### config.mk
export PLATFORM = sky130hd
export DESIGN_NAME = gnss_frame_receive_parser_top
export DESIGN_NICKNAME = d
export VERILOG_FILES = /design/src/hw/rtl/gfp_pkg.sv /design/src/hw/rtl/gfp_in_stage.sv /design/src/hw/rtl/gfp_core.sv /design/src/hw/rtl/gfp_out_stage.sv /design/src/hw/rtl/gnss_frame_receive_parser_top.sv
export SDC_FILE = /design/constraint.sdc
export NUM_CORES = 1
export LEC_CHECK = 0
export ABC_AREA = 1
export BUFFER_PORTS_ARGS = -buffer_cell sky130_fd_sc_hd__clkbuf_2
export CAP_MARGIN = 20
export CORE_MARGIN = 1
export CORE_UTILIZATION = 55
export CTS_CLUSTER_SIZE = 16
export DETAILED_ROUTE_END_ITERATION = 8
export PLACE_DENSITY_LB_ADDON = 0.3
export SYNTH_ARGS = -nofsm -noshare
export SYNTH_HDL_FRONTEND = slang
export SYNTH_SLANG_ARGS = --single-unit
### constraint.sdc
create_clock -name clk_i -period 2.8 [get_ports clk_i]
set_clock_uncertainty 0.05 [all_clocks]
set_input_delay 0.7 -clock clk_i [delete_from_list [all_inputs] [get_ports clk_i]]
set_output_delay 0.7 -clock clk_i [all_outputs]
set_load 0.05 [all_outputs]
### src/hw/rtl/gfp_pkg.sv
// Shared types, constants and helpers for the GNSS frame receive parser.
package gfp_pkg;

  // Capture buffer depth seen by the consumer
  localparam int unsigned BUF_BYTES = 256;
  localparam int unsigned WPOS_W    = $clog2(BUF_BYTES);

  // Framing bytes
  localparam logic [7:0] CHAR_DOLLAR = 8'h24;
  localparam logic [7:0] CHAR_CR     = 8'h0D;
  localparam logic [7:0] CHAR_LF     = 8'h0A;
  localparam logic [7:0] SYNC_CHAR1  = 8'hB5;
  localparam logic [7:0] SYNC_CHAR2  = 8'h62;

  // Output packing width (26 payload bits padded to 32)
  localparam int unsigned OUT_TDATA_W = 32;

  // Reported parser state codes
  localparam logic [3:0] PS_IDLE    = 4'd0;
  localparam logic [3:0] PS_TEXT    = 4'd1;
  localparam logic [3:0] PS_CR      = 4'd2;
  localparam logic [3:0] PS_SYNC1   = 4'd3;
  localparam logic [3:0] PS_HEADER  = 4'd4;
  localparam logic [3:0] PS_PAYLOAD = 4'd5;
  localparam logic [3:0] PS_CKA     = 4'd6;
  localparam logic [3:0] PS_CKB     = 4'd7;
  localparam logic [3:0] PS_END     = 4'd8;

  // Input command codes
  localparam logic CMD_DATA    = 1'b0;
  localparam logic CMD_RESTART = 1'b1;

  // Header byte positions after increment
  localparam logic [2:0] HDR_LEN_LO = 3'd3;
  localparam logic [2:0] HDR_LEN_HI = 3'd4;

  // Receive state machine, one-hot
  typedef enum logic [8:0] {
    ST_IDLE    = 9'b0_0000_0001,
    ST_TEXT    = 9'b0_0000_0010,
    ST_CR      = 9'b0_0000_0100,
    ST_SYNC1   = 9'b0_0000_1000,
    ST_HEADER  = 9'b0_0001_0000,
    ST_PAYLOAD = 9'b0_0010_0000,
    ST_CKA     = 9'b0_0100_0000,
    ST_CKB     = 9'b0_1000_0000,
    ST_END     = 9'b1_0000_0000
  } rx_state_e;

  // Protocol of the current frame
  typedef enum logic [1:0] {
    PROTO_NONE = 2'd0,
    PROTO_BIN  = 2'd1,
    PROTO_TEXT = 2'd2
  } proto_e;

  // One accepted input item
  typedef struct packed {
    logic       cmd;
    logic [7:0] data_byte;
  } in_item_t;

  // One result item
  typedef struct packed {
    logic [3:0] parser_state;
    logic [1:0] protocol;
    logic       frame_done;
    logic       checksum_bad;
    logic       store_valid;
    logic [7:0] store_index;
    logic [7:0] store_byte;
    logic       overflow;
  } result_t;

  // Map the one-hot state to its reported code
  function automatic logic [3:0] state_code(rx_state_e st);
    logic [3:0] code;
    unique case (st)
      ST_IDLE:    code = PS_IDLE;
      ST_TEXT:    code = PS_TEXT;
      ST_CR:      code = PS_CR;
      ST_SYNC1:   code = PS_SYNC1;
      ST_HEADER:  code = PS_HEADER;
      ST_PAYLOAD: code = PS_PAYLOAD;
      ST_CKA:     code = PS_CKA;
      ST_CKB:     code = PS_CKB;
      ST_END:     code = PS_END;
      default:    code = PS_IDLE;
    endcase
    return code;
  endfunction

endpackage

### src/hw/rtl/gfp_in_stage.sv
// Input register stage: holds one accepted item until the core takes it.
module gfp_in_stage (
  input  logic              clk_i,
  input  logic              rst_ni,
  input  logic              in_valid_i,
  output logic              in_ready_o,
  input  gfp_pkg::in_item_t in_item_i,
  input  logic              take_i,
  output logic              item_valid_o,
  output gfp_pkg::in_item_t item_o
);
  import gfp_pkg::*;

  logic     valid_q, valid_d;
  in_item_t item_q;
  logic     load;

  // Accept when empty or when the held item moves on this cycle
  assign in_ready_o = !valid_q || take_i;
  assign load       = in_valid_i && in_ready_o;

  always_comb begin
    valid_d = valid_q;
    if (load) begin
      valid_d = 1'b1;
    end else if (take_i) begin
      valid_d = 1'b0;
    end
  end

  always_ff @(posedge clk_i or negedge rst_ni) begin
    if (!rst_ni) begin
      valid_q <= 1'b0;
    end else begin
      valid_q <= valid_d;
    end
  end

  // Capture payload
  always_ff @(posedge clk_i) begin
    if (load) begin
      item_q <= in_item_i;
    end
  end

  assign item_valid_o = valid_q;
  assign item_o       = item_q;

endmodule

### src/hw/rtl/gfp_core.sv
// Parser state registers and the per-byte update logic.
module gfp_core (
  input  logic              clk_i,
  input  logic              rst_ni,
  input  logic              step_i,
  input  gfp_pkg::in_item_t item_i,
  output gfp_pkg::result_t  result_o
);
  import gfp_pkg::*;

  rx_state_e          st_q, st_d;
  proto_e             proto_q, proto_d;
  logic [2:0]         hc_q, hc_d;
  logic [15:0]        len_q, len_d;
  logic [15:0]        pc_q, pc_d;
  logic [7:0]         sa_q, sa_d;
  logic [7:0]         sb_q, sb_d;
  logic [7:0]         rxa_q, rxa_d;
  logic               bad_q, bad_d;
  logic               full_q, full_d;
  logic [WPOS_W-1:0]  wpos_q, wpos_d;

  logic [7:0]         b;
  logic [2:0]         hc_inc;
  logic [15:0]        pc_inc;
  logic [15:0]        len_full;
  logic [7:0]         sa_add;
  logic               store;
  logic [WPOS_W+7:0]  wpos_ext;

  assign b        = item_i.data_byte;
  assign hc_inc   = hc_q + 3'd1;
  assign pc_inc   = pc_q + 16'd1;
  assign len_full = len_q | {b, 8'h00};
  assign sa_add   = sa_q + b;
  assign wpos_ext = {8'h00, wpos_q};

  // Next state for one byte or restart
  always_comb begin
    st_d    = st_q;
    proto_d = proto_q;
    hc_d    = hc_q;
    len_d   = len_q;
    pc_d    = pc_q;
    sa_d    = sa_q;
    sb_d    = sb_q;
    rxa_d   = rxa_q;
    bad_d   = bad_q;
    full_d  = full_q;
    wpos_d  = wpos_q;
    store   = 1'b0;

    if (item_i.cmd == CMD_RESTART) begin
      st_d    = ST_IDLE;
      proto_d = PROTO_NONE;
      hc_d    = '0;
      len_d   = '0;
      pc_d    = '0;
      sa_d    = '0;
      sb_d    = '0;
      rxa_d   = '0;
      bad_d   = 1'b0;
      full_d  = 1'b0;
      wpos_d  = '0;
    end else if (st_q != ST_END) begin
      unique case (st_q)
        ST_IDLE: begin
          if (b == SYNC_CHAR1) begin
            proto_d = PROTO_BIN;
            st_d    = ST_SYNC1;
          end else if (b == CHAR_DOLLAR) begin
            proto_d = PROTO_TEXT;
            st_d    = ST_TEXT;
          end
        end
        ST_TEXT: begin
          if (b == CHAR_CR) begin
            st_d = ST_CR;
          end
        end
        ST_CR: begin
          if (b == CHAR_LF) begin
            st_d = ST_END;
          end else begin
            proto_d = PROTO_NONE;
            st_d    = ST_IDLE;
          end
        end
        ST_SYNC1: begin
          if (b == SYNC_CHAR2) begin
            st_d = ST_HEADER;
            hc_d = '0;
          end else begin
            proto_d = PROTO_NONE;
            st_d    = ST_IDLE;
          end
        end
        ST_HEADER: begin
          sa_d = sa_add;
          sb_d = sb_q + sa_add;
          hc_d = hc_inc;
          if (hc_inc == HDR_LEN_LO) begin
            len_d = {8'h00, b};
          end else if (hc_inc >= HDR_LEN_HI) begin
            len_d = len_full;
            pc_d  = '0;
            st_d  = (len_full == 16'd0) ? ST_CKA : ST_PAYLOAD;
          end
        end
        ST_PAYLOAD: begin
          sa_d = sa_add;
          sb_d = sb_q + sa_add;
          if (pc_inc >= len_q) begin
            st_d = ST_CKA;
            pc_d = '0;
          end else begin
            pc_d = pc_inc;
          end
        end
        ST_CKA: begin
          rxa_d = b;
          st_d  = ST_CKB;
        end
        ST_CKB: begin
          st_d = ST_END;
          if (rxa_q != sa_q || b != sb_q) begin
            bad_d = 1'b1;
          end
        end
        default: begin
        end
      endcase

      // With room in the buffer, store the byte unless the next state is idle; else flag overflow
      if (wpos_q < WPOS_W'(BUF_BYTES - 1)) begin
        if (st_d != ST_IDLE) begin
          store  = 1'b1;
          wpos_d = wpos_q + WPOS_W'(1);
        end
      end else begin
        full_d = 1'b1;
      end
    end
  end

  // Control state
  always_ff @(posedge clk_i or negedge rst_ni) begin
    if (!rst_ni) begin
      st_q    <= ST_IDLE;
      proto_q <= PROTO_NONE;
      hc_q    <= '0;
      len_q   <= '0;
      pc_q    <= '0;
      sa_q    <= '0;
      sb_q    <= '0;
      rxa_q   <= '0;
      bad_q   <= 1'b0;
      full_q  <= 1'b0;
      wpos_q  <= '0;
    end else if (step_i) begin
      st_q    <= st_d;
      proto_q <= proto_d;
      hc_q    <= hc_d;
      len_q   <= len_d;
      pc_q    <= pc_d;
      sa_q    <= sa_d;
      sb_q    <= sb_d;
      rxa_q   <= rxa_d;
      bad_q   <= bad_d;
      full_q  <= full_d;
      wpos_q  <= wpos_d;
    end
  end

  // Result for this item
  always_comb begin
    result_o.parser_state = state_code(st_d);
    result_o.protocol     = proto_d;
    result_o.frame_done   = (st_d == ST_END);
    result_o.checksum_bad = bad_d;
    result_o.store_valid  = store;
    result_o.store_index  = store ? wpos_ext[7:0] : 8'h00;
    result_o.store_byte   = store ? b : 8'h00;
    result_o.overflow     = full_d;
  end

endmodule

### src/hw/rtl/gfp_out_stage.sv
// Result register: holds one result item until the receiver takes it.
module gfp_out_stage (
  input  logic                                 clk_i,
  input  logic                                 rst_ni,
  input  logic                                 load_i,
  input  gfp_pkg::result_t                     result_i,
  input  logic                                 out_ready_i,
  output logic                                 out_valid_o,
  output logic [gfp_pkg::OUT_TDATA_W-1:0]      out_data_o
);
  import gfp_pkg::*;

  logic    valid_q, valid_d;
  result_t res_q;

  always_comb begin
    valid_d = valid_q;
    if (load_i) begin
      valid_d = 1'b1;
    end else if (out_ready_i) begin
      valid_d = 1'b0;
    end
  end

  always_ff @(posedge clk_i or negedge rst_ni) begin
    if (!rst_ni) begin
      valid_q <= 1'b0;
    end else begin
      valid_q <= valid_d;
    end
  end

  // Capture result payload
  always_ff @(posedge clk_i) begin
    if (load_i) begin
      res_q <= result_i;
    end
  end

  // Pack fields, first field in the lowest bits
  assign out_data_o = {6'b0,
                       res_q.overflow,
                       res_q.store_byte,
                       res_q.store_index,
                       res_q.store_valid,
                       res_q.checksum_bad,
                       res_q.frame_done,
                       res_q.protocol,
                       res_q.parser_state};
  assign out_valid_o = valid_q;

endmodule

### src/hw/rtl/gnss_frame_receive_parser_top.sv
// Top level of the GNSS frame receive parser.
//
// Input stream: one item per received byte. tdata carries the byte,
// tuser the command (data byte, or restart that clears parser and flags).
// Output stream: one result item per input item, in order, carrying the
// parser state, protocol, done and sticky error flags, and the capture
// buffer write (valid, index, byte) the consumer applies to its buffer.
// Path: an accepted item sits in the input register, and its result loads
// into the result register once that register is empty or being taken,
// after which the receiver can take it.
// Throughput: one item per cycle while tready is high; each byte's state
// update is a single compare/add step between the input and result registers.
// Reset: all parser state clears to idle, protocol unknown, flags low;
// both stages come up empty.
// Stall: when the receiver holds tready low the result register keeps its
// item; one more item waits in the input register, after which tready on
// the input side drops until the output moves again.
module gnss_frame_receive_parser_top (
  input  logic                                 clk_i,
  input  logic                                 rst_ni,
  input  logic                                 s_axis_tvalid,
  output logic                                 s_axis_tready,
  input  logic [7:0]                           s_axis_tdata,  // [7:0] data_byte
  input  logic                                 s_axis_tuser,  // [0] cmd
  output logic                                 m_axis_tvalid,
  input  logic                                 m_axis_tready,
  // [3:0] parser_state, [5:4] protocol, [6] frame_done, [7] checksum_bad,
  // [8] store_valid, [16:9] store_index, [24:17] store_byte, [25] overflow
  output logic [gfp_pkg::OUT_TDATA_W-1:0]      m_axis_tdata
);
  import gfp_pkg::*;

  in_item_t in_item;
  in_item_t held_item;
  logic     held_valid;
  logic     step;
  result_t  result;

  assign in_item.cmd       = s_axis_tuser;
  assign in_item.data_byte = s_axis_tdata;

  // Advance the held item when the result register can take its result
  assign step = held_valid && (!m_axis_tvalid || m_axis_tready);

  gfp_in_stage u_in_stage (
    .clk_i        (clk_i),
    .rst_ni       (rst_ni),
    .in_valid_i   (s_axis_tvalid),
    .in_ready_o   (s_axis_tready),
    .in_item_i    (in_item),
    .take_i       (step),
    .item_valid_o (held_valid),
    .item_o       (held_item)
  );

  gfp_core u_core (
    .clk_i    (clk_i),
    .rst_ni   (rst_ni),
    .step_i   (step),
    .item_i   (held_item),
    .result_o (result)
  );

  gfp_out_stage u_out_stage (
    .clk_i       (clk_i),
    .rst_ni      (rst_ni),
    .load_i      (step),
    .result_i    (result),
    .out_ready_i (m_axis_tready),
    .out_valid_o (m_axis_tvalid),
    .out_data_o  (m_axis_tdata)
  );

endmodule

==> results of run 1 <==
[cell families after synthesis]
family / Yosys count
AOI/OAI and AO/OA: 127
xor gates and xnor gates: 38
adders and majority gates: 36
buffers and inverters: 155
DFF: 117
other: 1
and+or+nand+nor: 403
[how the worst max path moves through the flow]
stage	endpoint	slack (ns)	cells past startpoint
detailed placement	u_out_stage.out_data_o[0]	-0.43	22
CTS	u_out_stage.out_data_o[0]	-0.45	23
global route	u_core.pc_q[14]	-0.69	21
floorplan	u_out_stage.out_data_o[0]	-0.17	23
global placement	u_out_stage.out_data_o[0]	-0.37	22
finish	u_core.pc_q[14]	-0.50	24
[synthesized netlist by cell type (2+ instances only)]
cell	count
nor3_2	3
inv_4	2
a21oi_1	24
inv_1	122
a22o_1	4
buf_4	7
a21oi_2	3
nand2_2	11
edfxtp_1	35
nand2_4	3
nor2_1	91
dfrtp_1	81
xor2_1	37
o21ai_0	65
fa_1	2
ha_1	34
buf_2	10
clkbuf_1	6
nand2_1	197
o21ai_1	4
nor2_2	7
o211ai_1	3
nor4_1	6
o22ai_1	13
o221ai_1	2
nand3_2	5
nand4_1	10
inv_2	7
nand3b_1	3
nor3_1	9
nand3_1	49
nor2_4	4
[final cells by class]
class                   count  area [sq um]  share of cell area
multi-input cells         611          3700               0.420
flip-flops and latches    117          3100               0.352
repair buffers            102           688              0.0780
inverters                 131           497              0.0563
clock buffers              22           464              0.0526
well taps                 172           215              0.0244
clock inverters            10           153              0.0173
[per-layer routing]
metal  wire length [um]  GRT usage  up-vias
met2               8900      0.453      197
met4                309      0.105        0
met1               7660      0.384     2977
met5                  0          0        -
met3               1050     0.0638       31
li1                   -          -     3051
[registers in the layout, summed over array words and instances, names as in the netlist, 3 cells and up]
register                cells
u_core.hc_q                 3
u_core.len_q               16
u_core.pc_q                16
u_core.rxa_q                8
u_core.sa_q                 8
u_core.sb_q                 8
u_core.st_q                 9
u_core.wpos_q               8
u_in_stage.item_o           9
u_out_stage.out_data_o     26
[per-stage QoR]
step                      area [sq um]  total power, uW  setup TNS [ns]  hold WS (ns)  setup WS [ns]
after floorplan                   7190             4200          -0.572         0.354         -0.169
after global placement            7810             4710           -6.15         0.415         -0.371
after detailed placement          7810             4770           -8.03         0.426         -0.430
after CTS                         8550             7260           -8.36         0.244         -0.446
after global routing              8820             7980          -13.85         0.268         -0.692
final                             8820             7540           -9.54         0.222         -0.502
[power by group through the flow]
stage	clock network [uW]	registers [uW]	logic [uW]
after floorplan	0	2490	1710
after global placement	0	2310	2400
after detailed placement	0	2320	2440
after CTS	2300	2300	2660
after global routing	2390	2350	3250
final	2290	2320	2930
[worst register-to-register path: cells and delay by family, from the launching register on]
| family | cells | cell delay, ns |
|---|---|---|
| buffers and inverters | 6 | 0.68 |
| adder cells (fa/ha/maj) | 2 | 0.42 |
| AO/OA/AOI/OAI | 2 | 0.19 |
| AND/OR/NAND/NOR | 14 | 1.51 |
| flip-flops | 1 | 0.37 |
[what timing repair did]
action | CTS | global route
endpoints found under the setup margin | 24 | 25
pin swaps | 14 | 25
setup buffers | 11 | 8
cloned | 1 | 0
resized for setup | 17 | 43
==> flow_summary.json, run 1 <==
{
  "worst_slack_ns": -0.502,
  "yosys_warnings": 0,
  "synth_fa_ha_area_frac": 0.0655,
  "antenna_found_initial": 0,
  "r2r_cells": 24,
  "cts.path.max_buffers": 2,
  "route.detailed.wl_per_inst_um": 15.4,
  "drt-pass1-iter-count": 5,
  "clkTransAtPathRegs_ns": 0.05,
  "dpl.hpwl_um": 11800,
  "leakage_uw": 0.00431,
  "period_needed_ns": 3.30,
  "critPathArrivalTime_ns": 3.60,
  "mostFrequentLayoutCells": "nand2_1 (188), inv_1 (120), nor2_1 (85), dfrtp_1 (81), buf_4 (60)",
  "finalCritPeriodShare": 1.18,
  "synth-compound-area-share": 0.103,
  "fin_cells": 1165,
  "design.core.area_sq_um": 12600,
  "drc_errors": 0,
  "internal_power_uw": 4720,
  "synthFlopType": "dfrtp_1",
  "async_flop_share": 0.701,
  "violations": "negative setup slack",
  "ir_worst_vdd_mv": 0.789,
  "utilization": 0.699,
  "hold_buffers": 0,
  "clkPwrFrac": 0.304,
  "worst-setup-path-type": "reg2reg",
  "cts_buffers": 17,
  "ff2ff_setup_slack_ns": -0.50,
  "num_antenna_cells": 0,
  "final_nets": 1029,
  "netSwitchingPower_uw": 2820,
  "cts_tree": "done",
  "yosys.cell_types.count": 50,
  "hold_viol_final": 0,
  "crit_top_cell": "buf_4",
  "slowest_delay_ns": 0.37,
  "synth_top_area_cell": "dfrtp_1",
  "globalRouteOverflowTotal": 0,
  "grt_usage": 0.285,
  "worstSetupStartpointType": "register",
  "drive_gt1_frac": 0.239,
  "dieArea_sq_um": 13400,
  "synth-seq-cells": 117,
  "yosysTopAreaCellShare": 0.285,
  "yosys.area_share.simple": 0.259,
  "setup_viol": 24,
  "seq_power_share": 0.308,
  "clock_latency_ns": 0.43,
  "cp-startpoint": "u_core.pc_q[0]",
  "dp.cells": 1113,
  "vias": 6256,
  "drt-vias-per-instance": 5.37,
  "ys_seq_area_frac": 0.437,
  "crit_required_ns": 3.10,
  "p_sw_frac": 0.374,
  "max_freq_mhz": 303,
  "initial_core_util": 0.563,
  "power_frac_comb": 0.388,
  "synthMuxAreaShare": 0,
  "cpMaxStageDelayCell": "dfrtp_1",
  "ios": 47,
  "cp-end-kind": "register",
  "timing.rr.end": "u_core.pc_q[14]",
  "root_buffer": "clkbuf_16",
  "syn-cell-area_sq_um": 7100,
  "die_h_um": 116,
  "synth_area_leaders": "dfrtp_1 (29%), edfxtp_1 (15%), nand2_1 (10%)",
  "yosys.area_share.xor_xnor": 0.0469,
  "synth_edf_count": 35,
  "fill_cells": 959,
  "rr_startpoint": "u_core.pc_q[0]",
  "grt_pass1_vias": 5976,
  "syn_area_per_cell_sq_um": 8.10,
  "globalplace.congestion": 0.967,
  "area.growth.synth_to_final_pct": 24.2,
  "power_density_nw_per_um2": 854,
  "h-tree-depth": 4,
  "mostFrequentLayoutCell": "nand2_1",
  "cts_sinks": 117,
  "die_x_um": 116,
  "syn_inst": 877,
  "path_cells": "ha_2 -> nand3_2 -> nor2_1 -> nand2_1 -> nor2_2 -> nand2_2 -> nor2_4 -> buf_4 -> buf_4 -> buf_4 -> nand2_1 -> nand2_1 -> nand2_2 -> inv_2 -> ha_1 -> nand4_1 -> a21oi_1 -> nor2_1 -> nand2_2 -> buf_4 -> nor3_4 -> buf_4 -> nand2_4 -> o22ai_1",
  "grt_max_degree": 42,
  "cp.buffers_inverters": 6,
  "status": "finished with violations",
  "row_count": 41,
  "port_buffers": 40,
  "tightest_slew_ns": 0.600,
  "wl_um": 17900,
  "min_path_type": "in2async",
  "synth_top_family_by_area": "simple AND/OR/NAND/NOR gates",
  "relSlewSlack": 0.600,
  "rsz0062_at_grt": "true",
  "drv_cap": 0,
  "drtIter0Drc": 477,
  "slew_violations": 0,
  "worstPathMaxFanout": 5,
  "grt_first_pass_wirelength_um": 28900,
  "final_antenna_net_count": 0,
  "path_delay_family": "simple AND/OR/NAND/NOR gates"
}
Note: power is estimated with default switching activity, not from simulation.
==> run 2, diff against run 1 <==
--- a/config.mk
+++ b/config.mk
@@ -9,10 +9,11 @@
 export BUFFER_PORTS_ARGS = -buffer_cell sky130_fd_sc_hd__clkbuf_2
 export CAP_MARGIN = 20
 export CORE_MARGIN = 1
-export CORE_UTILIZATION = 55
+export CORE_UTILIZATION = 23
 export CTS_CLUSTER_SIZE = 16
 export DETAILED_ROUTE_END_ITERATION = 8
 export PLACE_DENSITY_LB_ADDON = 0.3
+export REMOVE_ABC_BUFFERS = 1
 export SYNTH_ARGS = -nofsm -noshare
 export SYNTH_HDL_FRONTEND = slang
 export SYNTH_SLANG_ARGS = --single-unit
==> run 2 against run 1 <==
Net effect:
- the run still ends with negative setup slack left
- hold slack better by 0.0097 ns
- fmax up 3.1%
- combinational power rose by 5%
- critical endpoint is now u_out_stage.out_data_o[0]
==> flow_summary.json, run 2 (synthesis gave the netlist of run 1 again) <==
{
  "status": "finished with violations",
  "violations": "negative setup slack",
  "die_x_um": 178,
  "slew_violations": 0,
  "root_buffer": "clkbuf_16",
  "worst_slack_ns": -0.404,
  "crit_required_ns": 2.92,
  "globalplace.congestion": 0.819,
  "drt-vias-per-instance": 4.28,
  "rr_startpoint": "u_core.pc_q[1]",
  "min_path_type": "in2async",
  "num_antenna_cells": 0,
  "grt_pass1_vias": 5892,
  "leakage_uw": 0.00431,
  "finish.instance_area_sq_um": 9200,
  "antenna_found_initial": 0,
  "globalRouteOverflowTotal": 0,
  "rsz0062_at_grt": "true",
  "timing.rr.end": "u_out_stage.out_data_o[0]",
  "dpl.hpwl_um": 13400,
  "drc_errors": 0,
  "ios": 47,
  "setup_viol": 24,
  "relSlewSlack": 0.610,
  "grt_usage": 0.124,
  "grt_max_degree": 46,
  "drv_cap": 0,
  "period_needed_ns": 3.20,
  "r2r_cells": 23,
  "clock_latency_ns": 0.42,
  "critPathArrivalTime_ns": 3.32,
  "worstPathMaxFanout": 3,
  "h-tree-depth": 4,
  "ir_worst_vdd_mv": 0.435,
  "fin_cells": 1391,
  "fill_cells": 3168,
  "dp.cells": 1345,
  "tightest_slew_ns": 0.585,
  "finalCritPeriodShare": 1.14,
  "die_h_um": 178,
  "cp-startpoint": "u_core.pc_q[1]",
  "design.core.area_sq_um": 30000,
  "power_density_nw_per_um2": 825,
  "port_buffers": 40,
  "mostFrequentLayoutCell": "nand2_1",
  "cts_buffers": 17,
  "placed_area_sq_um": 8120,
  "mostFrequentLayoutCells": "nand2_1 (189), inv_1 (116), nor2_1 (84), dfrtp_1 (81), buf_4 (65)",
  "area.growth.synth_to_final_pct": 29.5,
  "drt-pass1-iter-count": 6,
  "grt_first_pass_wirelength_um": 30300,
  "cts_sinks": 117,
  "wl_um": 18400,
  "cp-end-kind": "register",
  "max_freq_mhz": 312,
  "final_nets": 1037,
  "drtIter0Drc": 248,
  "final_antenna_net_count": 0,
  "row_count": 63,
  "vias": 5955,
  "hold_viol_final": 0,
  "cts_tree": "done",
  "cts.path.max_buffers": 2,
  "dieArea_sq_um": 31600,
  "route.detailed.wl_per_inst_um": 13.2,
  "finalSetupTns_ns": -6.40,
  "ff2ff_setup_slack_ns": -0.40,
  "initial_core_util": 0.237,
  "clkTransAtPathRegs_ns": 0.06,
  "drive_gt1_frac": 0.253,
  "hold_buffers": 0,
  "worst-setup-path-type": "reg2reg",
  "worstSetupStartpointType": "register",
  "largest_reg_flops": 26
}
-- run 2: cell types whose count changed in the layout (fill, tap and decap cells not counted), sizes merged --
cell      change
buf           +8
bufinv        -2
clkinvlp      +2
clkbuf        +1
clkinv        -1
-- run 2: how the worst max path moves through the flow --
stage,end,slack (ns)
2_1_floorplan,u_out_stage.out_data_o[0],-0.24
3_3_place_gp,u_out_stage.out_data_o[0],-0.41
3_5_place_dp,u_out_stage.out_data_o[0],-0.45
4_1_cts,u_out_stage.out_data_o[0],-0.37
5_1_grt,u_out_stage.out_data_o[0],-0.69
6_report,u_out_stage.out_data_o[0],-0.40
-- run 2: area by class of cell --
| cell class | instances | area (sq um) | share of cell area |
|---|---|---|---|
| Sequential cell | 117 | 3100 | 0.337 |
| Timing Repair Buffer | 110 | 768 | 0.0835 |
| Multi-Input combinational cell | 611 | 3760 | 0.409 |
| Clock inverter | 9 | 103 | 0.0112 |
| Clock buffer | 23 | 479 | 0.0521 |
| Tap cell | 390 | 488 | 0.0530 |
| Inverter | 131 | 497 | 0.0540 |
-- run 2: routing by layer --
| layer | vias to the layer above | track usage | wire length, um |
|---|---|---|---|
| li1 | 3049 | - | - |
| met1 | 2788 | 0.166 | 9250 |
| met2 | 96 | 0.196 | 8300 |
| met3 | 22 | 0.0266 | 545 |
| met4 | 0 | 0.0417 | 327 |
| met5 | - | 0 | 0 |
-- run 2: where the power goes --
group | internal [uW] | switching [uW]
clock | 1380 | 810
sequential | 2080 | 238
combinational | 1250 | 1840
total | 4700 | 2890
-- run 2: stage by stage --
step / util / worst slack (ns) / hold WS [ns] / total power, uW
6_report: 0.306 / -0.404 / 0.232 / 7590
3_3_place_gp: 0.271 / -0.412 / 0.419 / 4950
4_1_cts: 0.299 / -0.366 / 0.246 / 7360
5_1_grt: 0.306 / -0.690 / 0.261 / 8110
2_1_floorplan: - / -0.239 / 0.354 / 4120
3_5_place_dp: 0.271 / -0.446 / 0.429 / 4980
-- run 2: what timing repair did --
action,CTS,global route
cloned,1,0
setup buffers,7,6
endpoints found under the setup margin,25,26
pin swaps,12,39
resized for setup,46,42
-- run 2: critical path: stages (launching register included) --
cell and delay [ns]:
dfrtp_1 0.35, ha_2 0.19, nand3_2 0.08, nor2_1 0.11, nand2_1 0.08, nor2_2 0.13, nand2_1 0.09, nor2_2 0.15
nand3_2 0.12, nor2_4 0.14, xor2_2 0.18, inv_2 0.06, ha_4 0.26, nand4_1 0.11, nor2_1 0.12, nand2_1 0.09
nand2_2 0.09, nand2_2 0.07, nand3_4 0.11, nand2_4 0.07, nand3b_4 0.09, nor2_1 0.06, nor2_1 0.12, nand2_1 0.06
